### src/rtl/root_seeded_component_walk_core_macros.svh
// ----------------------------------------------------------------------------
// Assertion macros for the root seeded component walk core
// Each macro expects clk and rst_n to be visible at the point of use.
// ----------------------------------------------------------------------------
`ifndef ROOT_SEEDED_COMPONENT_WALK_CORE_MACROS_SVH
`define ROOT_SEEDED_COMPONENT_WALK_CORE_MACROS_SVH

// same-cycle implication
`define RSCW_ASSERT_IMP(lbl, ante, cons, msg) \
  lbl: assert property (@(posedge clk) disable iff (!rst_n) (ante) |-> (cons)) \
    else $error(msg);

// next-cycle implication
`define RSCW_ASSERT_NXT(lbl, ante, cons, msg) \
  lbl: assert property (@(posedge clk) disable iff (!rst_n) (ante) |=> (cons)) \
    else $error(msg);

`endif

### src/rtl/rscw_pkg.sv
// ----------------------------------------------------------------------------
// rscw_pkg
// Shared types and constants for the root seeded component walk.
// ----------------------------------------------------------------------------
`timescale 1ns / 1ps

package rscw_pkg;

  // field widths fixed by the interface
  localparam int NODE_W = 5;
  localparam int CNT_W  = 6;
  localparam logic [CNT_W-1:0] NODE_COUNT_RST = 6'd32;

  // request modes
  localparam logic [1:0] MODE_FLAGS  = 2'd0;
  localparam logic [1:0] MODE_APPEND = 2'd1;
  localparam logic [1:0] MODE_RUN    = 2'd2;

  // degree flag codes: bit0 in-degree zero, bit1 out-degree zero
  localparam logic [1:0] FLAG_ROOT = 2'd1;
  localparam logic [1:0] FLAG_LEAF = 2'd2;

  typedef enum logic [2:0] {
    ST_IDLE,
    ST_SCAN,
    ST_READ,
    ST_CHECK,
    ST_END,
    ST_DONE
  } state_t;

  // controller to datapath
  typedef struct packed {
    logic load;       // load request taken this cycle
    logic start_run;  // run request taken this cycle
    logic walk;       // tables addressed by the walk, not the scan/load
    logic root_load;  // scan found an unvisited root
    logic scan_next;  // step scan index
    logic adj_read;   // fetch neighbour j of stack top
    logic pop;        // stack top exhausted
    logic push;       // discover fetched neighbour
    logic skip;       // fetched neighbour unusable
    logic comp_end;   // flush last node of component
    logic emit_done;  // issue final result
  } cmd_t;

  // datapath to controller
  typedef struct packed {
    logic run_req;    // input mode is a run
    logic scan_end;   // scan index reached the limit
    logic root_hit;   // scan index is an unvisited root
    logic nbr_end;    // no neighbours left for stack top
    logic last_pop;   // popping the final stack entry
    logic cand_ok;    // fetched neighbour in range and unvisited
    logic out_free;   // output register can take a result
  } sts_t;

endpackage

### src/rtl/rscw_ctrl.sv
// ----------------------------------------------------------------------------
// rscw_ctrl
// Sequencer for loading, root scan and depth-first walk.
// ----------------------------------------------------------------------------
`timescale 1ns / 1ps

module rscw_ctrl (
  input  logic           clk,
  input  logic           rst_n,
  input  logic           in_valid,
  output logic           in_ready,
  input  rscw_pkg::sts_t sts,
  output rscw_pkg::cmd_t cmd
);

  rscw_pkg::state_t state_r;
  rscw_pkg::state_t state_nxt;

  // state register
  always_ff @(posedge clk) begin
    if (!rst_n) begin
      state_r <= rscw_pkg::ST_IDLE;
    end else begin
      state_r <= state_nxt;
    end
  end

  // next state
  always_comb begin
    state_nxt = state_r;
    case (state_r)
      rscw_pkg::ST_IDLE: begin
        if (in_valid && sts.run_req) state_nxt = rscw_pkg::ST_SCAN;
      end
      rscw_pkg::ST_SCAN: begin
        if (sts.scan_end)      state_nxt = rscw_pkg::ST_DONE;
        else if (sts.root_hit) state_nxt = rscw_pkg::ST_READ;
      end
      rscw_pkg::ST_READ: begin
        if (!sts.nbr_end)      state_nxt = rscw_pkg::ST_CHECK;
        else if (sts.last_pop) state_nxt = rscw_pkg::ST_END;
      end
      rscw_pkg::ST_CHECK: begin
        if (!sts.cand_ok || sts.out_free) state_nxt = rscw_pkg::ST_READ;
      end
      rscw_pkg::ST_END: begin
        if (sts.out_free) state_nxt = rscw_pkg::ST_SCAN;
      end
      rscw_pkg::ST_DONE: begin
        if (sts.out_free) state_nxt = rscw_pkg::ST_IDLE;
      end
      default: state_nxt = rscw_pkg::ST_IDLE;
    endcase
  end

  // command outputs
  always_comb begin
    cmd      = '0;
    in_ready = 1'b0;
    case (state_r)
      rscw_pkg::ST_IDLE: begin
        in_ready      = 1'b1;
        cmd.load      = in_valid && !sts.run_req;
        cmd.start_run = in_valid && sts.run_req;
      end
      rscw_pkg::ST_SCAN: begin
        if (!sts.scan_end) begin
          cmd.root_load = sts.root_hit;
          cmd.scan_next = !sts.root_hit;
        end
      end
      rscw_pkg::ST_READ: begin
        cmd.walk     = 1'b1;
        cmd.adj_read = !sts.nbr_end;
        cmd.pop      = sts.nbr_end;
      end
      rscw_pkg::ST_CHECK: begin
        cmd.walk = 1'b1;
        cmd.push = sts.cand_ok && sts.out_free;
        cmd.skip = !sts.cand_ok;
      end
      rscw_pkg::ST_END: begin
        cmd.comp_end = sts.out_free;
      end
      rscw_pkg::ST_DONE: begin
        cmd.emit_done = sts.out_free;
      end
      default: begin
        cmd = '0;
      end
    endcase
  end

endmodule

### src/rtl/rscw_dp.sv
// ----------------------------------------------------------------------------
// rscw_dp
// Graph tables, adjacency memory, walk stack and result registers.
// ----------------------------------------------------------------------------
`timescale 1ns / 1ps
`include "root_seeded_component_walk_core_macros.svh"

module rscw_dp #(
  parameter int MAX_NODES  = 32,
  parameter int MAX_DEGREE = 8
) (
  input  logic                          clk,
  input  logic                          rst_n,
  input  rscw_pkg::cmd_t                cmd,
  output rscw_pkg::sts_t                sts,
  input  logic [1:0]                    in_mode,
  input  logic [rscw_pkg::NODE_W-1:0]   in_node,
  input  logic [rscw_pkg::NODE_W-1:0]   in_neighbour,
  input  logic                          in_in_zero,
  input  logic                          in_out_zero,
  input  logic                          cfg_we,
  input  logic [rscw_pkg::CNT_W-1:0]    cfg_wdata,
  output logic                          out_valid,
  input  logic                          out_ready,
  output logic [rscw_pkg::NODE_W-1:0]   out_component,
  output logic [rscw_pkg::NODE_W-1:0]   out_member,
  output logic                          out_is_root,
  output logic                          out_is_leaf,
  output logic                          out_component_end,
  output logic                          out_done_res,
  output logic                          out_overflow
);

  // node indices are 5 bits, so at most 32 nodes can ever be stored
  localparam int ND  = (MAX_NODES < 32) ? MAX_NODES : 32;
  localparam int NIW = $clog2(ND);
  localparam int CW  = $clog2(MAX_DEGREE + 1);
  localparam int SPW = $clog2(ND + 1);
  localparam int AD  = ND * MAX_DEGREE;
  localparam int AW  = $clog2(AD);
  localparam int NW  = rscw_pkg::NODE_W;
  localparam int KW  = rscw_pkg::CNT_W;

  // tables
  logic [CW-1:0]  ncount_r [ND];
  logic [1:0]     flags_r  [ND];
  logic [ND-1:0]  visited_r;
  logic [NW-1:0]  stack_r  [ND];
  logic [NW-1:0]  adj_mem  [AD];
  logic [NW-1:0]  adj_rdata_r;

  // walk registers
  logic [KW-1:0]  node_count_r;
  logic [KW-1:0]  scan_r;
  logic [SPW-1:0] sp_r;
  logic [CW-1:0]  j_r;
  logic [NW-1:0]  comp_r;
  logic           dropped_r;

  // pending node result, held until its successor or component end is known
  logic           pend_valid_r;
  logic [NW-1:0]  pend_member_r;
  logic           pend_root_r;
  logic           pend_leaf_r;

  // output register
  logic           out_valid_r;
  logic [NW-1:0]  out_component_r;
  logic [NW-1:0]  out_member_r;
  logic           out_root_r;
  logic           out_leaf_r;
  logic           out_end_r;
  logic           out_done_r;
  logic           out_ovf_r;

  logic [KW-1:0]  limit;
  logic           node_ok;
  logic [NIW-1:0] in_idx;
  logic [NIW-1:0] r_idx;
  logic [NIW-1:0] v_idx;
  logic [NIW-1:0] top_idx;
  logic [SPW-1:0] sp_m1;
  logic [NW-1:0]  top;
  logic [NIW-1:0] nc_idx;
  logic [NIW-1:0] fl_idx;
  logic [CW-1:0]  nc_rd;
  logic [1:0]     fl_rd;
  logic           vis_rd;
  logic           out_free;
  logic           mem_we;
  logic [AW-1:0]  mem_waddr;
  logic [AW-1:0]  mem_raddr;

  // address and lookup
  assign limit   = (node_count_r < KW'(MAX_NODES)) ? node_count_r : KW'(MAX_NODES);
  assign node_ok = {1'b0, in_node} < KW'(ND);
  assign in_idx  = in_node[NIW-1:0];
  assign r_idx   = scan_r[NIW-1:0];
  assign v_idx   = adj_rdata_r[NIW-1:0];
  assign sp_m1   = sp_r - 1'b1;
  assign top     = stack_r[sp_m1[NIW-1:0]];
  assign top_idx = top[NIW-1:0];

  // one read port per table, steered by the walk phase
  assign nc_idx  = cmd.walk ? top_idx : in_idx;
  assign fl_idx  = cmd.walk ? v_idx : r_idx;
  assign nc_rd   = ncount_r[nc_idx];
  assign fl_rd   = flags_r[fl_idx];
  assign vis_rd  = visited_r[fl_idx];

  assign out_free = !out_valid_r || out_ready;

  // status
  assign sts.run_req  = (in_mode == rscw_pkg::MODE_RUN);
  assign sts.scan_end = (scan_r == limit);
  assign sts.root_hit = (scan_r < KW'(ND)) && (fl_rd == rscw_pkg::FLAG_ROOT) && !vis_rd;
  assign sts.nbr_end  = (j_r == nc_rd);
  assign sts.last_pop = (sp_r == SPW'(1));
  assign sts.cand_ok  = ({1'b0, adj_rdata_r} < limit) && !vis_rd;
  assign sts.out_free = out_free;

  // adjacency memory ports
  assign mem_we    = cmd.load && (in_mode == rscw_pkg::MODE_APPEND) && node_ok &&
                     (nc_rd < CW'(MAX_DEGREE));
  assign mem_waddr = AW'(AW'(in_idx) * AW'(MAX_DEGREE) + AW'(nc_rd));
  assign mem_raddr = AW'(AW'(top_idx) * AW'(MAX_DEGREE) + AW'(j_r));

  always_ff @(posedge clk) begin
    if (mem_we) adj_mem[mem_waddr] <= in_neighbour;
  end

  always_ff @(posedge clk) begin
    if (cmd.adj_read) adj_rdata_r <= adj_mem[mem_raddr];
  end

  // configuration
  always_ff @(posedge clk) begin
    if (!rst_n) begin
      node_count_r <= rscw_pkg::NODE_COUNT_RST;
    end else if (cfg_we) begin
      node_count_r <= cfg_wdata;
    end
  end

  // node flags and neighbour counts
  always_ff @(posedge clk) begin
    if (!rst_n) begin
      for (int i = 0; i < ND; i++) begin
        ncount_r[i] <= '0;
        flags_r[i]  <= '0;
      end
      dropped_r <= 1'b0;
    end else if (cmd.load && node_ok) begin
      if (in_mode == rscw_pkg::MODE_FLAGS) begin
        flags_r[in_idx]  <= {in_out_zero, in_in_zero};
        ncount_r[in_idx] <= '0;
      end else if (in_mode == rscw_pkg::MODE_APPEND) begin
        if (mem_we) ncount_r[in_idx] <= nc_rd + 1'b1;
        else        dropped_r        <= 1'b1;
      end
    end
  end

  // visited map
  always_ff @(posedge clk) begin
    if (!rst_n) begin
      visited_r <= '0;
    end else if (cmd.start_run) begin
      visited_r <= '0;
    end else if (cmd.root_load) begin
      visited_r[r_idx] <= 1'b1;
    end else if (cmd.push) begin
      visited_r[v_idx] <= 1'b1;
    end
  end

  // walk stack contents
  always_ff @(posedge clk) begin
    if (cmd.root_load) stack_r[0] <= scan_r[NW-1:0];
    else if (cmd.push) stack_r[sp_r[NIW-1:0]] <= adj_rdata_r;
  end

  // scan index, stack pointer, neighbour index, component number
  always_ff @(posedge clk) begin
    if (!rst_n) begin
      scan_r <= '0;
      sp_r   <= '0;
      j_r    <= '0;
      comp_r <= '0;
    end else begin
      if (cmd.start_run) begin
        scan_r <= '0;
        comp_r <= '0;
      end
      if (cmd.scan_next) scan_r <= scan_r + 1'b1;
      if (cmd.root_load) begin
        sp_r <= SPW'(1);
        j_r  <= '0;
      end
      if (cmd.push) begin
        sp_r <= sp_r + 1'b1;
        j_r  <= '0;
      end
      if (cmd.pop) begin
        sp_r <= sp_m1;
        j_r  <= '0;
      end
      if (cmd.skip) j_r <= j_r + 1'b1;
      if (cmd.comp_end) begin
        scan_r <= scan_r + 1'b1;
        comp_r <= comp_r + 1'b1;
      end
    end
  end

  // pending result
  always_ff @(posedge clk) begin
    if (!rst_n) begin
      pend_valid_r <= 1'b0;
    end else if (cmd.root_load || cmd.push) begin
      pend_valid_r <= 1'b1;
    end else if (cmd.comp_end) begin
      pend_valid_r <= 1'b0;
    end
  end

  always_ff @(posedge clk) begin
    if (cmd.root_load) begin
      pend_member_r <= scan_r[NW-1:0];
      pend_root_r   <= 1'b1;
      pend_leaf_r   <= 1'b0;
    end else if (cmd.push) begin
      pend_member_r <= adj_rdata_r;
      pend_root_r   <= (fl_rd == rscw_pkg::FLAG_ROOT);
      pend_leaf_r   <= (fl_rd == rscw_pkg::FLAG_LEAF);
    end
  end

  // output register
  always_ff @(posedge clk) begin
    if (!rst_n) begin
      out_valid_r <= 1'b0;
    end else if (cmd.push || cmd.comp_end || cmd.emit_done) begin
      out_valid_r <= 1'b1;
    end else if (out_ready) begin
      out_valid_r <= 1'b0;
    end
  end

  always_ff @(posedge clk) begin
    if (cmd.push || cmd.comp_end) begin
      out_component_r <= comp_r;
      out_member_r    <= pend_member_r;
      out_root_r      <= pend_root_r;
      out_leaf_r      <= pend_leaf_r;
      out_end_r       <= cmd.comp_end;
      out_done_r      <= 1'b0;
      out_ovf_r       <= 1'b0;
    end else if (cmd.emit_done) begin
      out_component_r <= '0;
      out_member_r    <= '0;
      out_root_r      <= 1'b0;
      out_leaf_r      <= 1'b0;
      out_end_r       <= 1'b0;
      out_done_r      <= 1'b1;
      out_ovf_r       <= dropped_r;
    end
  end

  assign out_valid         = out_valid_r;
  assign out_component     = out_component_r;
  assign out_member        = out_member_r;
  assign out_is_root       = out_root_r;
  assign out_is_leaf       = out_leaf_r;
  assign out_component_end = out_end_r;
  assign out_done_res      = out_done_r;
  assign out_overflow      = out_ovf_r;

  // checks
  `RSCW_ASSERT_IMP(a_push_slot, cmd.push, out_free, "node discovered with output busy")
  `RSCW_ASSERT_IMP(a_pend_held, cmd.push || cmd.comp_end, pend_valid_r, "no pending node to flush")
  `RSCW_ASSERT_IMP(a_done_clean, cmd.emit_done, !pend_valid_r, "done with node still pending")
  `RSCW_ASSERT_NXT(a_root_sp, cmd.root_load, sp_r == SPW'(1), "stack not seeded by root")

endmodule

### src/rtl/root_seeded_component_walk_core.sv
// ----------------------------------------------------------------------------
// root_seeded_component_walk_core
// Depth-first component walk over a small loaded directed graph.
// ----------------------------------------------------------------------------
// Usage:
//   in_valid/in_ready: mode 0 stores a node's degree flags and empties its
//   list, mode 1 appends a neighbour, mode 2 runs the walk, mode 3 is taken
//   and ignored. Loads are taken back to back, with no result.
//   A run streams node results on out_valid/out_ready in discovery order,
//   then one done result with the overflow flag; input waits until then.
//   cfg_we/cfg_wdata write node_count; the user writes it only while the
//   core is idle; the core itself does not enforce this. A run visits each
//   scanned index, examines each neighbour by a registered adjacency read
//   and then a check, pops the stack, ends each component and issues done;
//   lists restart after each return. A node is held until its successor or
//   component end is known, so the root's result waits for the next push
//   or for its component end. Reset clears flags, neighbour counts, visited
//   map and overflow flag, and sets node_count to 32. A stalled receiver
//   holds the output register and the walk waits at its next result.
// ----------------------------------------------------------------------------
`timescale 1ns / 1ps

module root_seeded_component_walk_core #(
  parameter int MAX_NODES  = 32,
  parameter int MAX_DEGREE = 8
) (
  input  logic                        clk,
  input  logic                        rst_n,
  input  logic                        in_valid,
  output logic                        in_ready,
  input  logic [1:0]                  in_mode,
  input  logic [rscw_pkg::NODE_W-1:0] in_node,
  input  logic [rscw_pkg::NODE_W-1:0] in_neighbour,
  input  logic                        in_in_zero,
  input  logic                        in_out_zero,
  input  logic                        cfg_we,
  input  logic [rscw_pkg::CNT_W-1:0]  cfg_wdata,
  output logic                        out_valid,
  input  logic                        out_ready,
  output logic [rscw_pkg::NODE_W-1:0] out_component,
  output logic [rscw_pkg::NODE_W-1:0] out_member,
  output logic                        out_is_root,
  output logic                        out_is_leaf,
  output logic                        out_component_end,
  output logic                        out_done_res,
  output logic                        out_overflow
);

  rscw_pkg::cmd_t cmd;
  rscw_pkg::sts_t sts;

  // sequencer
  rscw_ctrl u_ctrl (
    .clk      (clk),
    .rst_n    (rst_n),
    .in_valid (in_valid),
    .in_ready (in_ready),
    .sts      (sts),
    .cmd      (cmd)
  );

  // tables, stack and result registers
  rscw_dp #(
    .MAX_NODES  (MAX_NODES),
    .MAX_DEGREE (MAX_DEGREE)
  ) u_dp (
    .clk               (clk),
    .rst_n             (rst_n),
    .cmd               (cmd),
    .sts               (sts),
    .in_mode           (in_mode),
    .in_node           (in_node),
    .in_neighbour      (in_neighbour),
    .in_in_zero        (in_in_zero),
    .in_out_zero       (in_out_zero),
    .cfg_we            (cfg_we),
    .cfg_wdata         (cfg_wdata),
    .out_valid         (out_valid),
    .out_ready         (out_ready),
    .out_component     (out_component),
    .out_member        (out_member),
    .out_is_root       (out_is_root),
    .out_is_leaf       (out_is_leaf),
    .out_component_end (out_component_end),
    .out_done_res      (out_done_res),
    .out_overflow      (out_overflow)
  );

endmodule
### config.mk
export PLATFORM = sky130hd
export DESIGN_NAME = root_seeded_component_walk_core
export DESIGN_NICKNAME = d
export VERILOG_FILES = /design/src/rtl/rscw_pkg.sv /design/src/rtl/rscw_ctrl.sv /design/src/rtl/rscw_dp.sv /design/src/rtl/root_seeded_component_walk_core.sv
export VERILOG_INCLUDE_DIRS = /design/src /design/src/rtl
export SDC_FILE = /design/constraint.sdc
export NUM_CORES = 2
export LEC_CHECK = 0
export BUFFER_PORTS_ARGS = -buffer_cell sky130_fd_sc_hd__buf_2
export CORE_ASPECT_RATIO = 1.2
export CORE_MARGIN = 2
export CORE_UTILIZATION = 40
export CTS_CLUSTER_SIZE = 40
export DETAILED_ROUTE_END_ITERATION = 10
export GPL_TIMING_DRIVEN = 0
export HOLD_SLACK_MARGIN = 0.1
export MAX_ROUTING_LAYER = met4
export SLEW_MARGIN = 0
export SYNTH_ARGS = -nofsm -noshare
export SYNTH_HDL_FRONTEND = slang
export SYNTH_HIERARCHICAL = 1
export SYNTH_SLANG_ARGS = --single-unit
### constraint.sdc
create_clock -name clk -period 11.5 [get_ports clk]
set_input_delay 2.3 -clock clk [delete_from_list [all_inputs] [get_ports clk]]
set_output_delay 2.3 -clock clk [all_outputs]
set_load 0.02 [all_outputs]
==> results.md <==
* Max-slew headroom at the worst pin at -1.54%
* Final routed wire length divided by cell count at 28.3 um
* Maximum fanout count along the critical path at 10
* Average cell area after synthesis at 18.3 um2
* Wire length of the first global-routing pass at 270 mm
* Switching share of power at 22.9%
* Power share of the sequential group at 52.3%
* Leak pwr at 23.9 nW
* Post-synth net total at 3953
* Hold_sp: u_dp/visited_r[5]
* Clock tree from TritonCTS: done
* Category of cells accounting for the largest share of critical-path delay: buffers and inverters
* Most common library cell in the layout ignoring fill and taps: sky130_fd_sc_hd__edfxtp_1
* Distinct cells, synth at 82
* Number of cells upsized or downsized after cts at 0
* CTS Sinks at 1723
* Worst EP arrival at 11.18 ns
* Num CTS Buffers at 168
* Share of the synthesized area in the top cell type at 69.3%
* Startpoint kind of the worst setup timing path: flop
* Share of synthesized registers carrying an async set or reset at 0%
* Number of rows created at floorplan at 170
* Via count at 38500
* Register bit count reported by yosys at 1723
* Number of maximum-capacitance constraint violations at 2
* RePlAce Congestion at 0.916
* Required time reported for the critical path endpoint at 11.92 ns
* Post-route ant nets at 0
* Most area-consuming cells after synthesis: sky130_fd_sc_hd__edfxtp_1 69%, sky130_fd_sc_hd__mux4_2 15%, sky130_fd_sc_hd__dfxtp_1 1.9%
* Setup crit end: u_dp/adj_mem[253][2]
* Critical path start-end classification: reg2reg
* Total of hold buffers inserted after clock tree synthesis at 0
* GR Overflow Total at 0
* Worst reg2reg endpoint: u_dp/adj_mem[253][2]
* Final setup violation count at 0
* Instance count on the critical path at 24
* X dimension of the die at 390 um
* Critical path origin: u_dp/sp_r[0]
* CP Cell Sequence: buf_4 > inv_2 > ha_1 > buf_2 > buf_2 > buf_1 > buf_2 > mux4_2 > mux4_2 > mux2i_1 > a21oi_1 > nand2_1 > a211oi_1 > nor4_2 > ha_1 > ha_1 > buf_1 > nand2_1 > mux2i_1 > a21oi_1 > o21ai_0 > nand2_1 > clkbuf_1 > nor4_1
* Clock root buffer master: sky130_fd_sc_hd__clkbuf_16
* Maximum vdd ir drop at 0.000139 V
* Clock period minus worst slack at 10.76 ns
* Level count of the clock H-tree at 4
* Sum of internal, switching and leakage power at 13.2 mW
* Post-layout nets at 4175
* Worst reg2reg path startpoint: u_dp/sp_r[0]
* Post-route worst setup slack at 0.741 ns
* Worst clock skew at 0.0310 ns
* Power spent charging and discharging nets at 3.03 mW
* Post-detailed-route via-to-cell ratio at 5.84
* Initial core utilization at 40.2%
* Top achievable clock speed at 0.0929 GHz
* First drt pass iteration count at 5
* Max Slew Vio Count at 8
* Standard cell core area at 178000 um2
* Area added between synthesis and finish at 12.4%
* Die Y at 468 um
* Post-route non-filler standard cell count at 6596
* Later-pin clock latency in the skew report at 0.83 ns
* Crit-path slowest cell: sky130_fd_sc_hd__nor4_1
* Pin count of the biggest net entering global routing at 165
* Post-synthesis sequential area ratio at 71.2%
* Count of flip-flops with a built-in enable after synthesis at 1655
* Share of total power in the clock network at 41.2%
* Power per standard cell area at 164 nW/um2
* Boundary Pins at 42
* Worst-path clk slew at 0.06 ns
* Result of the run: complete, but fails checks
* Vias in the first global route at 38400
* Largest area contributor in the netlist: sky130_fd_sc_hd__edfxtp_1
* Final design area excluding fillers at 80500 um2
* Combinational fraction of design power at 6.5%
* Commonest cells after routing, fill and taps aside: 1655 x sky130_fd_sc_hd__edfxtp_1, 478 x sky130_fd_sc_hd__mux4_2, 270 x sky130_fd_sc_hd__nor2_1
* Storage cell area at 51100 um2
* CP Capture Type: flop
* Placed wire-length estimate after detailed placement at 127 mm
* Most instantiated flip-flop cell in the synthesis netlist: sky130_fd_sc_hd__edfxtp_1
* Ratio of cells with drive above 1 in the final layout at 22.6%
* Area of the multi-input gates at 19300 um2
* Netlist area before placement at 71700 um2
* Cells after Synth at 3907
* Share of the cycle needed by the critical path after routing at 93.6%
* RSZ-0062 raised after global routing: no
* Drt initial violations at 3895
* DP Cell Count at 6279
* Internal Pwr Total at 10.2 mW
* Finished Core Util at 45.1%
* Slowest Stage Delay on Critical Path at 1.09 ns
* Count of filler cells inserted in the layout at 15100
* Initial antenna violation count at 5
* Violated checks: max-capacitance violations, max-slew violations
* Total count of hold-check failures in the final report at 0
* R2R setup slack at 0.74 ns
* Post-place instance area at 75100 um2
* Die footprint at 183000 um2
* Fin Hold WS at 0.466 ns
* Maximum buffer depth of the clock tree at 3
* Gr usage total at 21.0%
* Least-Margin Pin Slew at 1.51 ns
* Warnings from Yosys at 6
* Setup slack after placement at 0.710 ns
* Class of the most critical hold timing path: reg2reg
* Count of unresolved DRC violations after routing at 0
* Number of buffers inserted by post-CTS setup repair at 0
* Number of buffer cells added on primary ports at 39
* Worst-case reg-to-reg path depth at 24
* Number of buffers and inverters on the critical path at 8
* Total Negative Setup Slacks at 0 ns
* Detailed-route wire length at 186 mm
==> worst min-delay path by stage <==
stage	slack, ns	cells after the start	end
finish	0.47	2	u_dp/visited_r[5]
global route	0.49	2	u_dp/visited_r[20]
CTS	0.47	2	u_dp/visited_r[20]
detailed placement	0.45	2	u_dp/visited_r[10]
global placement	0.43	1	u_dp/out_done_res
floorplan	0.43	2	u_dp/visited_r[13]
==> synthesized netlist by cell type (7+ instances only) <==
library cell and count:
sky130_fd_sc_hd__a2111oi_0 7, sky130_fd_sc_hd__a211oi_1 19, sky130_fd_sc_hd__a21oi_1 64, sky130_fd_sc_hd__a31oi_1 8, sky130_fd_sc_hd__a32oi_1 15, sky130_fd_sc_hd__a41oi_1 7
sky130_fd_sc_hd__and2_1 9, sky130_fd_sc_hd__and3_1 15, sky130_fd_sc_hd__buf_1 42, sky130_fd_sc_hd__buf_2 42, sky130_fd_sc_hd__buf_4 10, sky130_fd_sc_hd__buf_6 12
sky130_fd_sc_hd__clkbuf_1 189, sky130_fd_sc_hd__dfxtp_1 68, sky130_fd_sc_hd__edfxtp_1 1655, sky130_fd_sc_hd__ha_1 21, sky130_fd_sc_hd__inv_1 28, sky130_fd_sc_hd__mux2_2 15
sky130_fd_sc_hd__mux2i_1 78, sky130_fd_sc_hd__mux4_2 478, sky130_fd_sc_hd__nand2_1 178, sky130_fd_sc_hd__nand2b_1 16, sky130_fd_sc_hd__nand3_1 33, sky130_fd_sc_hd__nand3b_1 12
sky130_fd_sc_hd__nand4_1 11, sky130_fd_sc_hd__nor2_1 270, sky130_fd_sc_hd__nor2b_1 35, sky130_fd_sc_hd__nor3_1 132, sky130_fd_sc_hd__nor3_2 88, sky130_fd_sc_hd__nor3b_1 44
sky130_fd_sc_hd__nor4_1 68, sky130_fd_sc_hd__o21ai_0 85, sky130_fd_sc_hd__o22ai_1 33, sky130_fd_sc_hd__or3_1 8, sky130_fd_sc_hd__xnor2_1 12, sky130_fd_sc_hd__xor2_1 8
==> cell type report <==
| type | count | area share [%] |
|---|---|---|
| well taps | 2322 | 3.61 |
| plain buffers | 295 | 1.60 |
| clock inverters | 98 | 1.18 |
| inverters | 30 | 0.140 |
| clock buffers | 211 | 5.51 |
| multi-input cells | 1859 | 23.9 |
| repair buffers | 52 | 0.609 |
| diodes | 6 | 0.0186 |
| flip-flops and latches | 1723 | 63.4 |
==> power groups by stage <==
stage | clock network [mW] | logic (mW) | registers [mW]
finish | 5.44 | 0.856 | 6.91
global route | 5.79 | 0.885 | 6.91
CTS | 5.55 | 0.846 | 6.91
detailed placement | 0 | 0.843 | 7.04
global placement | 0 | 0.818 | 7.06
floorplan | 0 | 0.429 | 7.04
==> state kept, by name (all words and copies together), names as in the netlist, 3 cells and up <==
name,cells
u_dp/visited_r,32
u_dp/out_component,5
u_dp/ncount_r,128
u_dp/stack_r,160
u_ctrl/state_r,3
u_dp/sp_r,6
u_dp/flags_r,64
u_dp/pend_member_r,5
u_dp/out_member,5
u_dp/comp_r,5
u_dp/adj_mem,1280
u_dp/j_r,4
u_dp/node_count_r,6
u_dp/scan_r,6
u_dp/adj_rdata_r,5
==> cell families after synthesis <==
family | count (synthesis) | synth area share [%]
flops | 1723 | 71.2
buf+inv | 325 | 1.95
mux | 571 | 16.3
fa+ha+maj | 21 | 0.367
xor+xnor | 21 | 0.267
simple gates | 950 | 7.11
compound gates | 296 | 2.72
==> metal layers <==
layer | GRT usage (%) | routed length (um) | up-vias
met4 | 6.32 | 5500 | 0
li1 | - | - | 16400
met2 | 35.7 | 96600 | 1574
met3 | 2.90 | 11600 | 284
met5 | - | 0 | -
met1 | 26.2 | 72600 | 20300
==> worst min-delay path, delay by kind of cell (launching register included) <==
| kind | cells | cell delay, ns |
|---|---|---|
| compound gates | 1 | 0.04 |
| flops | 1 | 0.32 |
| simple gates | 1 | 0.07 |
(Power assumes the default switching activity.)
